`config.mk`:
```
export PLATFORM = sky130hd
export DESIGN_NAME = neural_activation_unit_core
export DESIGN_NICKNAME = d
export VERILOG_FILES = /design/src/rtl/nau_pkg.sv /design/src/rtl/neural_activation_unit_core.sv /design/src/rtl/nau_sigmoid.sv
export SDC_FILE = /design/constraint.sdc
export NUM_CORES = 1
export LEC_CHECK = 0
export BUFFER_PORTS_ARGS = -buffer_cell sky130_fd_sc_hd__buf_2
export CORE_MARGIN = 2
export CORE_UTILIZATION = 40
export CTS_CLUSTER_SIZE = 30
export DETAILED_ROUTE_END_ITERATION = 12
export SYNTH_ARGS = -nofsm -noshare
export SYNTH_HDL_FRONTEND = slang
export SYNTH_SLANG_ARGS = --single-unit
export TNS_END_PERCENT = 100
```
`constraint.sdc`:
```
create_clock -name clk -period 8.22 [get_ports clk]
set_input_delay 1.644 -clock clk [delete_from_list [all_inputs] [get_ports clk]]
set_output_delay 1.644 -clock clk [all_outputs]
set_load 0.05 [all_outputs]
```
`src/rtl/nau_pkg.sv`:
```
package nau_pkg;

  localparam int OP_W      = 2;
  localparam int OPERAND_W = 16;
  localparam int RESULT_W  = 15;

  localparam logic [OP_W-1:0] OP_RELU       = 2'd0;
  localparam logic [OP_W-1:0] OP_RELU_DERIV = 2'd1;
  localparam logic [OP_W-1:0] OP_SIGMOID    = 2'd2;
  localparam logic [OP_W-1:0] OP_SIG_DERIV  = 2'd3;

  // control that travels alongside the sigmoid datapath
  typedef struct packed {
    logic                valid;
    logic [OP_W-1:0]     op;
    logic [RESULT_W-1:0] relu;
  } ctl_t;

  // restoring long division, only ever evaluated while building the ROM
  function automatic longint unsigned udiv64(input longint unsigned num,
                                             input longint unsigned den);
    longint unsigned quo;
    longint unsigned rem;
    quo = 64'd0;
    rem = 64'd0;
    for (int b = 63; b >= 0; b--) begin
      rem = {rem[62:0], num[b]};
      if (rem >= den) begin
        rem    = rem - den;
        quo[b] = 1'b1;
      end
    end
    return quo;
  endfunction

  // sigmoid sample at x = 8k/2^tb, Q(fb); e^(-8/N) from a Taylor sum through the 24th power in Q30
  function automatic longint unsigned rom_entry(input int tb, input int fb, input int k);
    longint unsigned q30;
    longint unsigned h;
    longint unsigned term;
    longint          sum;
    longint unsigned eh;
    longint unsigned e;
    longint unsigned denom;
    q30  = 64'd1 << 30;
    h    = (64'd8 << 30) >> tb;
    term = q30;
    sum  = longint'(q30);
    for (int i = 1; i <= 24; i++) begin
      term = udiv64((term * h + (64'd1 << 29)) >> 30, longint'(i));
      if (i % 2 == 1) begin
        sum = sum - longint'(term);
      end else begin
        sum = sum + longint'(term);
      end
    end
    eh = (sum > 0) ? longint'(sum) : 64'd0;
    e  = q30;
    for (int j = 1; j <= k; j++) begin
      e = (e * eh + (64'd1 << 29)) >> 30;
    end
    denom = q30 + e;
    return udiv64((64'd1 << (fb + 30)) + (denom >> 1), denom);
  endfunction

endpackage

```
`src/rtl/neural_activation_unit_core.sv`:
```
// channel  handshake     fields                             notes
// request  start / busy  opcode[1:0], operand_value[15:0]   taken when start & !busy
// result   done          result_value[14:0]                 one-cycle strobe, no stall
//
// One request per cycle; seven register stages (input register, four sigmoid
// stages, derivative multiply, output register); done leaves the output register.
// busy stays low: the pipeline never stalls since results cannot be held off.
// rst is synchronous and clears only the valid bits.
module neural_activation_unit_core #(
  parameter int TABLE_BITS = 6,
  parameter int FRAC_BITS  = 12
) (
  input  logic                                 clk,
  input  logic                                 rst,
  input  logic                                 start,
  output logic                                 busy,
  input  logic [nau_pkg::OP_W-1:0]             opcode,
  input  logic signed [nau_pkg::OPERAND_W-1:0] operand_value,
  output logic                                 done,
  output logic [nau_pkg::RESULT_W-1:0]         result_value
);

  localparam int ONE = 1 << FRAC_BITS;
  localparam int DW  = 2 * (FRAC_BITS + 1);
  localparam int RW  = nau_pkg::RESULT_W;

  assign busy = 1'b0;

  // input register; relu and its derivative are settled here
  logic          pos;
  logic [RW-1:0] relu_in;
  nau_pkg::ctl_t ctl0;
  logic signed [nau_pkg::OPERAND_W-1:0] z0;

  always_comb begin
    pos = !operand_value[nau_pkg::OPERAND_W-1] && (operand_value != '0);
    if (!pos) begin
      relu_in = '0;
    end else if (opcode == nau_pkg::OP_RELU_DERIV) begin
      relu_in = RW'(ONE);
    end else begin
      relu_in = operand_value[RW-1:0];
    end
  end

  always_ff @(posedge clk) begin
    if (rst) begin
      ctl0.valid <= 1'b0;
    end else begin
      ctl0.valid <= start && !busy;
    end
    ctl0.op   <= opcode;
    ctl0.relu <= relu_in;
    z0        <= operand_value;
  end

  nau_pkg::ctl_t      ctl4;
  logic [FRAC_BITS:0] sig4;

  nau_sigmoid #(
    .TABLE_BITS(TABLE_BITS),
    .FRAC_BITS (FRAC_BITS)
  ) u_sigmoid (
    .clk    (clk),
    .rst    (rst),
    .in_ctl (ctl0),
    .z      (z0),
    .out_ctl(ctl4),
    .sig    (sig4)
  );

  // s * (1 - s)
  nau_pkg::ctl_t      ctl5;
  logic [FRAC_BITS:0] sig5;
  logic [DW-1:0]      dprod5;

  always_ff @(posedge clk) begin
    if (rst) begin
      ctl5.valid <= 1'b0;
    end else begin
      ctl5.valid <= ctl4.valid;
    end
    ctl5.op   <= ctl4.op;
    ctl5.relu <= ctl4.relu;
    sig5      <= sig4;
    dprod5    <= DW'(sig4) * DW'((FRAC_BITS+1)'(ONE) - sig4);
  end

  // round the derivative and pick the result
  logic [DW-1:0] deriv;
  logic [RW-1:0] result_next;

  always_comb begin
    deriv = (dprod5 + DW'(ONE >> 1)) >> FRAC_BITS;
    case (ctl5.op)
      nau_pkg::OP_RELU:       result_next = ctl5.relu;
      nau_pkg::OP_RELU_DERIV: result_next = ctl5.relu;
      nau_pkg::OP_SIGMOID:    result_next = RW'(sig5);
      nau_pkg::OP_SIG_DERIV:  result_next = deriv[RW-1:0];
      default:                result_next = '0;
    endcase
  end

  always_ff @(posedge clk) begin
    if (rst) begin
      done <= 1'b0;
    end else begin
      done <= ctl5.valid;
    end
  end

  always_ff @(posedge clk) begin
    result_value <= result_next;
  end

`ifndef SYNTHESIS
  a_sig_range: assert property (@(posedge clk) disable iff (rst)
    ctl5.valid |-> sig5 <= (FRAC_BITS+1)'(ONE))
    else $error("sigmoid above 1.0");

  a_relu_deriv: assert property (@(posedge clk) disable iff (rst)
    ctl5.valid && ctl5.op == nau_pkg::OP_RELU_DERIV |=>
      result_value == '0 || result_value == RW'(ONE))
    else $error("relu derivative not 0 or 1.0");

  a_sig_deriv: assert property (@(posedge clk) disable iff (rst)
    ctl5.valid && ctl5.op == nau_pkg::OP_SIG_DERIV |=>
      done && result_value <= RW'(ONE >> 2))
    else $error("sigmoid derivative above 0.25 or strobe missing");
`endif

endmodule

```
`src/rtl/nau_sigmoid.sv`:
```
module nau_sigmoid #(
  parameter int TABLE_BITS = 6,
  parameter int FRAC_BITS  = 12
) (
  input  logic                             clk,
  input  logic                             rst,
  input  nau_pkg::ctl_t                    in_ctl,
  input  logic signed [nau_pkg::OPERAND_W-1:0] z,
  output nau_pkg::ctl_t                    out_ctl,
  output logic [FRAC_BITS:0]               sig
);

  localparam int ROM_N = 1 << TABLE_BITS;
  localparam int SEG   = FRAC_BITS + 3 - TABLE_BITS;
  localparam int AW    = FRAC_BITS + 3;
  localparam int MW    = nau_pkg::OPERAND_W + 1;
  localparam int LIMIT = (1 << AW) - 1;
  localparam int ONE   = 1 << FRAC_BITS;
  localparam int PW    = FRAC_BITS + 1 + SEG;

  logic [FRAC_BITS:0] rom [ROM_N+1];

  for (genvar k = 0; k <= ROM_N; k++) begin : g_rom
    localparam longint unsigned ENTRY = nau_pkg::rom_entry(TABLE_BITS, FRAC_BITS, k);
    assign rom[k] = ENTRY[FRAC_BITS:0];
  end

  // stage 1: magnitude, saturate, split into segment and offset
  logic [MW-1:0]         mag;
  logic [AW-1:0]         a_sat;
  nau_pkg::ctl_t         ctl1;
  logic                  neg1;
  logic [TABLE_BITS-1:0] idx1;
  logic [SEG-1:0]        frac1;

  always_comb begin
    mag = z[nau_pkg::OPERAND_W-1] ? MW'(-{z[nau_pkg::OPERAND_W-1], z}) : MW'({1'b0, z});
    if ({1'b0, mag} > (MW+1)'(LIMIT)) begin
      a_sat = AW'(LIMIT);
    end else begin
      a_sat = mag[AW-1:0];
    end
  end

  always_ff @(posedge clk) begin
    if (rst) begin
      ctl1.valid <= 1'b0;
    end else begin
      ctl1.valid <= in_ctl.valid;
    end
    ctl1.op   <= in_ctl.op;
    ctl1.relu <= in_ctl.relu;
    neg1      <= z[nau_pkg::OPERAND_W-1];
    idx1      <= a_sat[AW-1:SEG];
    frac1     <= a_sat[SEG-1:0];
  end

  // stage 2: table lookup of both segment ends
  logic [FRAC_BITS:0] lo;
  logic [FRAC_BITS:0] hi;
  nau_pkg::ctl_t      ctl2;
  logic               neg2;
  logic [FRAC_BITS:0] lo2;
  logic [FRAC_BITS:0] diff2;
  logic [SEG-1:0]     frac2;

  always_comb begin
    lo = rom[{1'b0, idx1}];
    hi = rom[(TABLE_BITS+1)'({1'b0, idx1}) + (TABLE_BITS+1)'(1)];
  end

  always_ff @(posedge clk) begin
    if (rst) begin
      ctl2.valid <= 1'b0;
    end else begin
      ctl2.valid <= ctl1.valid;
    end
    ctl2.op   <= ctl1.op;
    ctl2.relu <= ctl1.relu;
    neg2      <= neg1;
    lo2       <= lo;
    diff2     <= (hi >= lo) ? hi - lo : '0;
    frac2     <= frac1;
  end

  // stage 3: slope times offset
  nau_pkg::ctl_t      ctl3;
  logic               neg3;
  logic [FRAC_BITS:0] lo3;
  logic [PW-1:0]      prod3;

  always_ff @(posedge clk) begin
    if (rst) begin
      ctl3.valid <= 1'b0;
    end else begin
      ctl3.valid <= ctl2.valid;
    end
    ctl3.op   <= ctl2.op;
    ctl3.relu <= ctl2.relu;
    neg3      <= neg2;
    lo3       <= lo2;
    prod3     <= PW'(diff2) * PW'(frac2);
  end

  // stage 4: round, add, clamp at 1.0, mirror for negative z
  logic [PW:0]          rnd_full;
  logic [FRAC_BITS+1:0] s_sum;
  logic [FRAC_BITS:0]   s_clamp;
  logic [FRAC_BITS:0]   s_final;

  always_comb begin
    rnd_full = ({1'b0, prod3} + (PW+1)'(1 << (SEG - 1))) >> SEG;
    s_sum    = (FRAC_BITS+2)'(lo3) + (FRAC_BITS+2)'(rnd_full[FRAC_BITS:0]);
    if (s_sum > (FRAC_BITS+2)'(ONE)) begin
      s_clamp = (FRAC_BITS+1)'(ONE);
    end else begin
      s_clamp = s_sum[FRAC_BITS:0];
    end
    s_final = neg3 ? (FRAC_BITS+1)'(ONE) - s_clamp : s_clamp;
  end

  always_ff @(posedge clk) begin
    if (rst) begin
      out_ctl.valid <= 1'b0;
    end else begin
      out_ctl.valid <= ctl3.valid;
    end
    out_ctl.op   <= ctl3.op;
    out_ctl.relu <= ctl3.relu;
    sig          <= s_final;
  end

endmodule

```
Word-level counts from Yosys, hierarchy flattened:

Memory sizes are Yosys's and may differ from the RTL's.
Cells that the tools add are included.

* output and inout port bits: 17
* latch bits: 0
* memory bits (writable): 0
* flip-flop bits (word level): 280
* word-level logic and storage cells: 74
* memories kept: 2
* bits of input ports: 21
* ROM bits: 3328

* equal/unequal tests: 4
* $add $sub $neg: 8
* multiplexer cells: 9
* multiply operators: 2
* bitwise operators: 3
* $lt $le $gt $ge: 5
* divide/modulo/power cells: 0
* shift-type cells: 0
* reductions and logical operators: 6

Memory list
* (name not given): depth 128, bits a word 13, read ports 1, clocked after memory_dff 0, wr ports 0, line nau_sigmoid.sv:68 `lo = rom[{1'b0, idx1}];`
* (name not given): depth 128, bits a word 13, read ports 1, clocked after memory_dff 0, wr ports 0, line nau_sigmoid.sv:69 `hi = rom[(TABLE_BITS+1)'({1'b0, idx1}) + (TABLE_BITS+1)'(1)];`

Operators with widths (number)
* 2-to-1 mux 13 bit: 7
* one-hot mux 15 bit (3 select lines): 1
* adder 26 x 12 -> 26 bit (second input constant): 1
* multiplier 14 x 14 -> 26 bit: 1
* adder 22 x 9 -> 22 bit (second input constant): 1
* multiplier 13 x 9 -> 22 bit: 1
* > comparator 17 x 15 -> 1 bit (second input constant): 1
* 2-to-1 mux 17 bit: 1
* negation 17 bit: 1
* greater-or-equal comparator 8 bit (second input constant): 2
* nonzero test 16 bit: 1
* adder 13 x 13 -> 14 bit: 1
* > comparator 14 x 13 -> 1 bit (second input constant): 1
* subtractor 13 x 13 -> 14 bit (first input constant): 1
* greater-or-equal comparator 13 bit: 1
* subtractor 13 bit: 1
* subtractor 13 bit (first input constant): 1
* NOT 6 -> 8 bit: 1
* NOT 7 -> 8 bit: 1
* adder 6 x 1 -> 7 bit (second input constant): 1
* equality test 2 x 1 -> 1 bit (second input constant): 2
* equality test 2 bit (second input constant): 2
* OR reduction 2 bit: 2
* logical NOT 2 bit: 1
* other kinds (3): 3

Logic depth before layout (Yosys ltp):

Gate-level depths: netlist of the first run.

* depth after elaboration: 6
* mapped depth: 29

Hierarchy:

Synthesis of the first run repeated with hierarchy kept, for this count alone.

* cell total of the unflattened synthesis: 2139
* area, all modules: 19735.2 µm²

Modules (own cells, without submodules)
* nau_sigmoid: seq. area each 3223.1 µm², instances 1, cells an instance 1216, area an instance 10680.2 µm²
* neural_activation_unit_core: seq. area each 1921.8 µm², instances 1, cells an instance 923, area an instance 9054.9 µm²

Least setup slack after synthesis of the first run:

OpenSTA, ideal clock, no wires.

* path kind: register -> register
* start: register u_sigmoid.sig[1]
* end: register dprod5[25]
* arrival time: 6.982 ns
* period minus slack after synthesis: 7.055 ns
* path slack: 1.165 ns
* buffers on the path: 2
* stages on the path, launching flop included: 28
* cell sequence: dfxtp_1 > clkbuf_1 > inv_1 > ha_1 > nor3b_1 > nand2b_1 > nor3_1 > ha_1 > clkbuf_1 > nand2b_1 > fa_1 > fa_1 > inv_1 > fa_1 > fa_1 > fa_1 > inv_1 > fa_1 > inv_1 > ha_1 > a21o_1 > a21o_1 > a21oi_1 > o21ai_0 > a221o_1 > a31o_2 > a21oi_1 > xnor2_1

* word-level cells in the longest chain between the ends: 2

Ends and longest elaborated chain
* from (decl): line nau_sigmoid.sv:10 `output logic [FRAC_BITS:0] sig`
* from (signal assigned): line nau_sigmoid.sv:130 `sig <= s_final;`
* subtractor 13 x 13 -> 14 bit: line neural_activation_unit_core.sv:86 `dprod5 <= DW'(sig4) * DW'((FRAC_BITS+1)'(ONE) - sig4);`
* multiplier 14 x 14 -> 26 bit (*): line neural_activation_unit_core.sv:86
* to (signal assigned): line neural_activation_unit_core.sv:86
* to (decl): line neural_activation_unit_core.sv:75 `logic [DW-1:0] dprod5;`

Mark *: on every way between the ends. The rest lies on a longest branch, timed or not.
A chain may end at the register's enable or synchronous reset.

Worst setup path after layout of the first run:

* start: register u_sigmoid.sig[6]
* end: register dprod5[25]

The elaborated chain is that of the path after synthesis.

==> results of run 1 <==
## critical path, stage by stage, from the launching register on
cell and delay (ns):
sky130_fd_sc_hd__dfxtp_1 0.54, sky130_fd_sc_hd__or4_1 0.65, sky130_fd_sc_hd__nor4_1 0.33, sky130_fd_sc_hd__nand2b_1 0.09, sky130_fd_sc_hd__nand2_1 0.32, sky130_fd_sc_hd__inv_1 0.12
sky130_fd_sc_hd__nand2_1 0.11, sky130_fd_sc_hd__fa_1 0.42, sky130_fd_sc_hd__fa_1 0.55, sky130_fd_sc_hd__inv_1 0.06, sky130_fd_sc_hd__fa_1 0.50, sky130_fd_sc_hd__fa_1 0.52
sky130_fd_sc_hd__fa_1 0.55, sky130_fd_sc_hd__inv_1 0.05, sky130_fd_sc_hd__fa_1 0.52, sky130_fd_sc_hd__inv_1 0.04, sky130_fd_sc_hd__ha_1 0.34, sky130_fd_sc_hd__a21o_1 0.20
sky130_fd_sc_hd__a21o_1 0.20, sky130_fd_sc_hd__a21oi_1 0.14, sky130_fd_sc_hd__o21ai_0 0.21, sky130_fd_sc_hd__a221o_1 0.46, sky130_fd_sc_hd__a31o_2 0.26, sky130_fd_sc_hd__a21oi_1 0.17
sky130_fd_sc_hd__xnor2_1 0.13
## flip-flops by register name, summed over array words and instances (netlist names), 9 cells and up
| signal | flops |
|---|---|
| ctl0 | 18 |
| ctl5 | 18 |
| dprod5 | 16 |
| result_value | 15 |
| sig5 | 12 |
| u_sigmoid.ctl1 | 18 |
| u_sigmoid.ctl2 | 18 |
| u_sigmoid.ctl3 | 18 |
| u_sigmoid.diff2 | 13 |
| u_sigmoid.frac1 | 9 |
| u_sigmoid.frac2 | 9 |
| u_sigmoid.lo2 | 11 |
| u_sigmoid.lo3 | 11 |
| u_sigmoid.out_ctl | 18 |
| u_sigmoid.prod3 | 14 |
| u_sigmoid.sig | 13 |
| z0 | 16 |
## cells by family (layout without fill, tap and decap cells)
| family | Yosys count | after routing | synth area share (%) |
|---|---|---|---|
| flops | 257 | 257 | 26.7 |
| mux | 22 | 22 | 1.28 |
| fa+ha+maj | 399 | 399 | 34.0 |
| xor+xnor | 99 | 99 | 4.53 |
| other cells | 1 | 1 | 0.0194 |
| simple gates | 637 | 637 | 17.0 |
| buf+inv | 373 | 380 | 7.35 |
| compound gates | 272 | 272 | 9.21 |
## metal layers
| metal | GRT usage, % | part of all wire (%) | vias up |
|---|---|---|---|
| met5 | 0 | 0 | - |
| met4 | 5.98 | 3.3 | 0 |
| met3 | 2.05 | 3.7 | 81 |
| met2 | 28.8 | 46 | 282 |
| met1 | 24.5 | 47 | 6533 |
| li1 | - | - | 6594 |
## worst paths after layout
kind,from,endpoint,slack [ns],cells after the start
max,u_sigmoid.sig[6],dprod5[25],0.65,24
min,u_sigmoid.lo2[6],u_sigmoid.lo3[6],0.32,0
max reg2reg,u_sigmoid.sig[6],dprod5[25],0.65,24
min reg2reg,u_sigmoid.lo2[6],u_sigmoid.lo3[6],0.32,0
## cell type report
type	instances	area (um2)
clock inverter	14	145
sequential	257	5140
fill	4658	26800
tap	615	769
clock buffer	29	649
multi-input combinational	1430	12700
timing repair buffer	55	323
inverter	282	1060
## Yosys cell counts, types with 10 or more instances
library cell	number
sky130_fd_sc_hd__a211oi_1	12
sky130_fd_sc_hd__a21o_1	23
sky130_fd_sc_hd__a21oi_1	73
sky130_fd_sc_hd__a31oi_1	18
sky130_fd_sc_hd__and2_1	90
sky130_fd_sc_hd__and3_1	11
sky130_fd_sc_hd__clkbuf_1	80
sky130_fd_sc_hd__dfxtp_1	257
sky130_fd_sc_hd__fa_1	208
sky130_fd_sc_hd__ha_1	191
sky130_fd_sc_hd__inv_1	279
sky130_fd_sc_hd__mux2_2	12
sky130_fd_sc_hd__nand2_1	158
sky130_fd_sc_hd__nand2b_1	83
sky130_fd_sc_hd__nand3_1	31
sky130_fd_sc_hd__nand4_1	15
sky130_fd_sc_hd__nor2_1	111
sky130_fd_sc_hd__nor2b_1	65
sky130_fd_sc_hd__nor3_1	25
sky130_fd_sc_hd__o211ai_1	11
sky130_fd_sc_hd__o21a_1	10
sky130_fd_sc_hd__o21ai_0	53
sky130_fd_sc_hd__o31ai_1	10
sky130_fd_sc_hd__or2_2	13
sky130_fd_sc_hd__xnor2_1	61
sky130_fd_sc_hd__xor2_1	37
## through the flow
step | area [um2] | utilization, %
floorplan | 19300 | -
global route | 20800 | 43.7
global placement | 20000 | 42.1
finish | 20800 | 43.7
CTS | 20800 | 43.7
detailed placement | 20000 | 42.1
==> flow_summary.yaml, run 1 <==
global_routing:
  antenna_found_initial: 0
  gr-total-overflow: 0
  track_usage_pct: 17.7
  grt_start_max_net_pins: 55
  grt_pass1_wl_um: 71800
  vias_in_the_first_global_route: 14000
yosys:
  synth_top_cell_by_area: "sky130_fd_sc_hd__dfxtp_1"
  synth.cell_area_mm2: 0.0193
  synthCells: 2060
  synth.avg_cell_area_um2: 9.37
  yosysTopAreaCellShare_pct: 26.7
  synthesis.nets: 2480
  ys.warnings.count: 0
  post_synth_main_area_contributors: "sky130_fd_sc_hd__dfxtp_1 27%, sky130_fd_sc_hd__fa_1 22%, sky130_fd_sc_hd__ha_1 12%"
  most_used_dff_post_synth: "sky130_fd_sc_hd__dfxtp_1"
  yosys_cell_types: 71
  number_of_flops_mapped_to_enable_cells_by_yosys: 0
  synth_async_sr_flop_share_pct: 0
  synth-seq-cells: 257
  sequential_cell_area_fraction_in_the_yosys_report_pct: 26.7
die:
  die_height_um: 224
  num_rows: 80
  die_width_um: 224
  start_util_pct: 40.5
  fp.coreArea_mm2: 0.0476
  ioPinCount: 38
  floorplan.die_area_mm2: 0.0500
setup_path:
  worst_ep_arrival_time_ns: 8.04
  worstSetupPathType: "flip-flop to flip-flop"
  endpoint_kind: "flip-flop"
  crit_required_ns: 8.69
  timing.critical_path.from_type: "flip-flop"
  crit_fanout: 21
clocking:
  numClockSinks: 257
  insertion_delay_ns: 0.56
  cts_post_setup_buffers_inserted: 0
  clockRootBuffer: "sky130_fd_sc_hd__clkbuf_16"
  clk_pin_slew_ns: 0.07
  cts_max_level: 1
  post_cts_gate_resize_count: 0
  clk_path_buf_depth: 3
  cts_hold_repair.buffers: 0
  clock_tree_from_tritoncts: "built"
  cts_buffers: 24
timing:
  layout_worst_path_cycle_share_pct: 92.1
  timing.clock.skew_ns: 0.0225
  final_hold_viol_count: 0
  final-setup-viol-count: 0
  slew_violations: 0
  slew-limit-headroom_pct: 32.2
  fmax_mhz: 132
  rsz0062_at_grt: "false"
  tns_ns: 0
  fin_worst_hold_slack_ns: 0.322
  max_slew.worst_pin.slew_ns: 1.01
  postLayoutSetupSlackWorst_ns: 0.650
  min_period_ns: 7.57
worst_hold_path:
  worst_hold_path_type: "flip-flop to flip-flop"
place:
  pre_cts_slack_ns: 0.681
  place_inst: 2639
  place.gp.congestion: 0.888
  place_hpwl_um: 33000
  io_buffers: 36
cells_and_area:
  stdcell_count: 2682
  antenna_fix_cells: 0
  fin_nets: 2470
  final_cell_mix: "279 x sky130_fd_sc_hd__inv_1, 257 x sky130_fd_sc_hd__dfxtp_1, 208 x sky130_fd_sc_hd__fa_1"
  area_growth_pct: 7.95
  layout.cells.most_common: "sky130_fd_sc_hd__inv_1"
  drive_gt1_share_pct: 6.29
drt:
  drt_iter0_drc: 732
  total_via_count_in_the_routed_design: 13500
  totalWireLength_um: 43000
  avgRoutedWirePerCell_um: 16.0
  drt_first_pass_iters: 5
  detail_route.drc_violations: 0
  vias_per_cell: 5.03
  detail-route-antenna-nets: 0
run_status:
  run_status: "complete, no violations"
run:
  timing.max_cap.violations: 0
Power of run 1 is not shown: default switching activity piles up to over one toggle a cycle in this logic, so the estimate is an artifact.
==> run 2, diff against run 1 <==
--- a/config.mk
+++ b/config.mk
@@ -10,6 +10,7 @@
 export CORE_UTILIZATION = 40
 export CTS_CLUSTER_SIZE = 30
 export DETAILED_ROUTE_END_ITERATION = 12
+export PLACE_DENSITY = 0.52
 export SYNTH_ARGS = -nofsm -noshare
 export SYNTH_HDL_FRONTEND = slang
 export SYNTH_SLANG_ARGS = --single-unit
==> flow_summary.yaml, run 2 (synthesis results as in run 1) <==
timing:
  final_hold_viol_count: 0
  slew_violations: 0
  rsz0062_at_grt: "false"
  final-setup-viol-count: 0
  min_period_ns: 7.46
  fmax_mhz: 134
  slew-limit-headroom_pct: 33.1
  timing.clock.skew_ns: 0.0191
  max_slew.worst_pin.slew_ns: 0.990
  tns_ns: 0
  layout_worst_path_cycle_share_pct: 90.8
cells_and_area:
  drive_gt1_share_pct: 6.46
  fin_nets: 2475
  final_cell_mix: "279 x sky130_fd_sc_hd__inv_1, 256 x sky130_fd_sc_hd__dfxtp_1, 208 x sky130_fd_sc_hd__fa_1"
  fillerInstances: 4698
  layout.cells.most_common: "sky130_fd_sc_hd__inv_1"
  antenna_fix_cells: 0
  area_growth_pct: 8.38
worst_hold_path:
  timing.hold.worst_path_depth: 0
  holdCritStartpoint: "u_sigmoid.ctl3[0]"
  worst_hold_path_type: "flip-flop to flip-flop"
  worstHoldEndpoint: "u_sigmoid.out_ctl[0]"
die:
  ioPinCount: 38
  die_width_um: 224
  floorplan.die_area_mm2: 0.0500
  start_util_pct: 40.5
  die_height_um: 224
  fp.coreArea_mm2: 0.0476
  num_rows: 80
clocking:
  cts_buffers: 26
  clk_pin_slew_ns: 0.07
  post_cts_gate_resize_count: 0
  insertion_delay_ns: 0.56
  clockRootBuffer: "sky130_fd_sc_hd__clkbuf_16"
  cts_max_level: 1
  cts_hold_repair.buffers: 0
  clock_tree_from_tritoncts: "built"
  cts_post_setup_buffers_inserted: 0
  numClockSinks: 257
  clk_path_buf_depth: 3
run:
  timing.max_cap.violations: 0
setup_path:
  crit_fanout: 11
  worst_ep_arrival_time_ns: 7.94
  r2r_end: "dprod5[25]"
  setup.reg_to_reg.worst_slack_ns: 0.76
  endpoint_kind: "flip-flop"
  crit-reg2reg-launch: "u_sigmoid.sig[1]"
  timing.critical_path.from_type: "flip-flop"
  critPathSlowestCell: "sky130_fd_sc_hd__fa_1"
  crit_required_ns: 8.70
  crit_top_cell: "sky130_fd_sc_hd__fa_1"
  cp_slowest_stage_delay_ns: 0.54
  worstRegToRegCells: 26
  worstSetupPathType: "flip-flop to flip-flop"
global_routing:
  grt_start_max_net_pins: 31
  gr-total-overflow: 0
  antenna_found_initial: 1
  vias_in_the_first_global_route: 14100
  grt_pass1_wl_um: 72800
  track_usage_pct: 18.0
drt:
  detail-route-antenna-nets: 0
  drt_first_pass_iters: 5
  totalWireLength_um: 43400
  drt_iter0_drc: 683
  total_via_count_in_the_routed_design: 13400
  vias_per_cell: 4.99
  avgRoutedWirePerCell_um: 16.1
  detail_route.drc_violations: 0
place:
  place_hpwl_um: 33600
  io_buffers: 36
  place.gp.congestion: 0.857
run_status:
  run_status: "complete, no violations"
[run 2: cell types whose count changed in the layout (fill, tap and decap cells not counted), sizes merged]
cell,change
inv,+2
clkinvlp,-1
bufinv,+1
buf,+3
clkinv,-1
clkbuf,+4
[run 2: critical path: cells and delay by family, from the launching register on]
family	cells	cell delay, ns
flip-flops	1	0.31
AO/OA/AOI/OAI	7	1.46
XOR/XNOR	1	0.13
adder cells (fa/ha/maj)	9	4.04
buffers and inverters	5	0.49
AND/OR/NAND/NOR	4	0.95
[run 2: how the worst max path moves through the flow]
| stage | from | endpoint | slack, ns | depth (start not counted) |
|---|---|---|---|---|
| global route | u_sigmoid.sig[0] | dprod5[25] | 0.26 | 27 |
| detailed placement | u_sigmoid.sig[1] | dprod5[25] | 0.75 | 26 |
| floorplan | u_sigmoid.sig[1] | dprod5[25] | 1.17 | 27 |
| global placement | u_sigmoid.sig[0] | dprod5[25] | 0.93 | 26 |
| CTS | u_sigmoid.sig[1] | dprod5[25] | 0.74 | 26 |
| finish | u_sigmoid.sig[1] | dprod5[25] | 0.76 | 26 |
[run 2: cell type report]
cell class | instances | area, um2 | share of cell area [%]
multi-input cells | 1430 | 12700 | 60.9
well taps | 615 | 769 | 3.68
clock buffers | 33 | 687 | 3.28
repair buffers | 58 | 345 | 1.65
flip-flops and latches | 257 | 5150 | 24.6
clock inverters | 15 | 174 | 0.832
inverters | 282 | 1060 | 5.06
[run 2: stage by stage]
step | area, um2 | hold slack (ns) | util [%] | cells | worst slack (ns)
floorplan | 19300 | 0.310 | - | 2060 | 1.17
global placement | 20100 | 0.310 | 42.1 | 2642 | 0.930
detailed placement | 20100 | 0.312 | 42.1 | 2642 | 0.750
CTS | 20900 | 0.325 | 43.9 | 2690 | 0.740
global route | 20900 | 0.327 | 43.9 | 2690 | 0.259
finish | 20900 | 0.322 | 43.9 | 2690 | 0.758
[run 2: layer usage]
layer	track usage, %	wire length (um)
met2	30.2	20300
met5	0	0
met3	2.32	1530
met4	4.24	1040
met1	24.6	20500
Power of run 2 is left out for the same reason.
==> run 3, diff against run 2 <==
--- a/config.mk
+++ b/config.mk
@@ -6,6 +6,7 @@
 export NUM_CORES = 1
 export LEC_CHECK = 0
 export BUFFER_PORTS_ARGS = -buffer_cell sky130_fd_sc_hd__buf_2
+export CORE_ASPECT_RATIO = 0.75
 export CORE_MARGIN = 2
 export CORE_UTILIZATION = 40
 export CTS_CLUSTER_SIZE = 30
==> flow_summary.yaml, run 3 (synthesis results as in run 1) <==
die:
  ioPinCount: 38
  start_util_pct: 40.6
  die_width_um: 258
  die_height_um: 194
  num_rows: 69
  floorplan.die_area_mm2: 0.0500
  fp.coreArea_mm2: 0.0475
setup_path:
  crit_required_ns: 8.68
  worstSetupPathType: "flip-flop to flip-flop"
  worst_ep_arrival_time_ns: 8.26
  crit_fanout: 13
  timing.critical_path.from_type: "flip-flop"
  endpoint_kind: "flip-flop"
clocking:
  clockRootBuffer: "sky130_fd_sc_hd__clkbuf_16"
  cts_buffers: 24
  post_cts_gate_resize_count: 0
  cts_post_setup_buffers_inserted: 0
  numClockSinks: 257
  clk_pin_slew_ns: 0.07
  cts_hold_repair.buffers: 0
  clk_path_buf_depth: 3
  clock_tree_from_tritoncts: "built"
  cts_max_level: 1
  insertion_delay_ns: 0.54
timing:
  final-setup-viol-count: 0
  timing.clock.skew_ns: 0.0110
  fmax_mhz: 128
  rsz0062_at_grt: "false"
  tns_ns: 0
  layout_worst_path_cycle_share_pct: 94.9
  slew-limit-headroom_pct: 29.3
  min_period_ns: 7.80
  final_hold_viol_count: 0
  slew_violations: 0
  fin_worst_hold_slack_ns: 0.323
  max_slew.worst_pin.slew_ns: 1.06
drt:
  drt_iter0_drc: 1028
  detail-route-antenna-nets: 0
  avgRoutedWirePerCell_um: 16.2
  vias_per_cell: 4.96
  total_via_count_in_the_routed_design: 13400
  drt_first_pass_iters: 6
  totalWireLength_um: 43900
  detail_route.drc_violations: 0
cells_and_area:
  fin_nets: 2467
  final_cell_mix: "279 x sky130_fd_sc_hd__inv_1, 256 x sky130_fd_sc_hd__dfxtp_1, 208 x sky130_fd_sc_hd__fa_1"
  design_area_mm2: 0.0208
  area_growth_pct: 7.85
  drive_gt1_share_pct: 6.20
  stdcell_count: 2705
  layout.cells.most_common: "sky130_fd_sc_hd__inv_1"
global_routing:
  grt_start_max_net_pins: 55
  grt_pass1_wl_um: 73500
  gr-total-overflow: 0
  vias_in_the_first_global_route: 13500
  track_usage_pct: 18.1
  antenna_found_initial: 0
worst_hold_path:
  worst_hold_path_type: "flip-flop to flip-flop"
run:
  timing.max_cap.violations: 0
place:
  place.gp.congestion: 0.876
  place_hpwl_um: 34100
  io_buffers: 36
  postPlaceCellArea_mm2: 0.0200
  place_inst: 2660
run_status:
  run_status: "complete, no violations"
-- run 3: changes by cell type in the layout (fill, tap and decap cells not counted), moves of 2 or more --
cell and change:
sky130_fd_sc_hd__inv_6 -2, sky130_fd_sc_hd__bufinv_16 -2, sky130_fd_sc_hd__buf_4 -6, sky130_fd_sc_hd__clkbuf_1 -3
-- run 3: path summary, 6_finish.rpt --
path	from	end	slack [ns]	cells past startpoint
min reg2reg	u_sigmoid.neg2	u_sigmoid.neg3	0.32	0
max	u_sigmoid.sig[1]	dprod5[25]	0.42	25
min	u_sigmoid.neg2	u_sigmoid.neg3	0.32	0
max reg2reg	u_sigmoid.sig[1]	dprod5[25]	0.42	25
-- run 3: cell type report --
class	count	area (um2)
clock inverter	14	98.8
clock buffer	30	664
tap	639	800
inverter	282	1060
timing repair buffer	52	300
multi-input combinational	1430	12700
antenna	1	2.50
fill	4690	26700
sequential	257	5150
-- run 3: stage by stage --
step                setup slack (ns)  util, %
floorplan                       1.17        -
global placement               0.724     42.2
detailed placement             0.473     42.2
CTS                            0.454     43.8
global route                 0.00748     43.8
finish                         0.423     43.8
-- run 3: critical path: stages (launching register included) --
cell,delay [ns]
sky130_fd_sc_hd__dfxtp_1,0.46
sky130_fd_sc_hd__inv_1,0.27
sky130_fd_sc_hd__ha_1,0.21
sky130_fd_sc_hd__nor3b_1,0.32
sky130_fd_sc_hd__nand2b_1,0.17
sky130_fd_sc_hd__nor3_1,0.25
sky130_fd_sc_hd__ha_1,0.42
sky130_fd_sc_hd__nand2b_1,0.23
sky130_fd_sc_hd__fa_1,0.49
sky130_fd_sc_hd__fa_1,0.50
sky130_fd_sc_hd__inv_1,0.06
sky130_fd_sc_hd__fa_1,0.50
sky130_fd_sc_hd__fa_1,0.52
sky130_fd_sc_hd__fa_1,0.54
sky130_fd_sc_hd__inv_1,0.05
sky130_fd_sc_hd__fa_1,0.52
sky130_fd_sc_hd__inv_1,0.04
sky130_fd_sc_hd__ha_1,0.35
sky130_fd_sc_hd__a21o_1,0.20
sky130_fd_sc_hd__a21o_1,0.19
sky130_fd_sc_hd__a21oi_1,0.21
sky130_fd_sc_hd__o21ai_0,0.21
sky130_fd_sc_hd__a221o_1,0.45
sky130_fd_sc_hd__a31o_2,0.26
sky130_fd_sc_hd__a21oi_1,0.17
sky130_fd_sc_hd__xnor2_1,0.13
-- run 3: layer usage --
metal / track usage, % / up-vias / part of all wire (%)
met3: 2.09 / 44 / 4.7
met4: 2.65 / 0 / 1.4
met1: 28.6 / 6467 / 52
met2: 26.6 / 297 / 42
li1: - / 6596 / -
met5: 0 / - / 0
Power of run 3 is left out for the same reason.
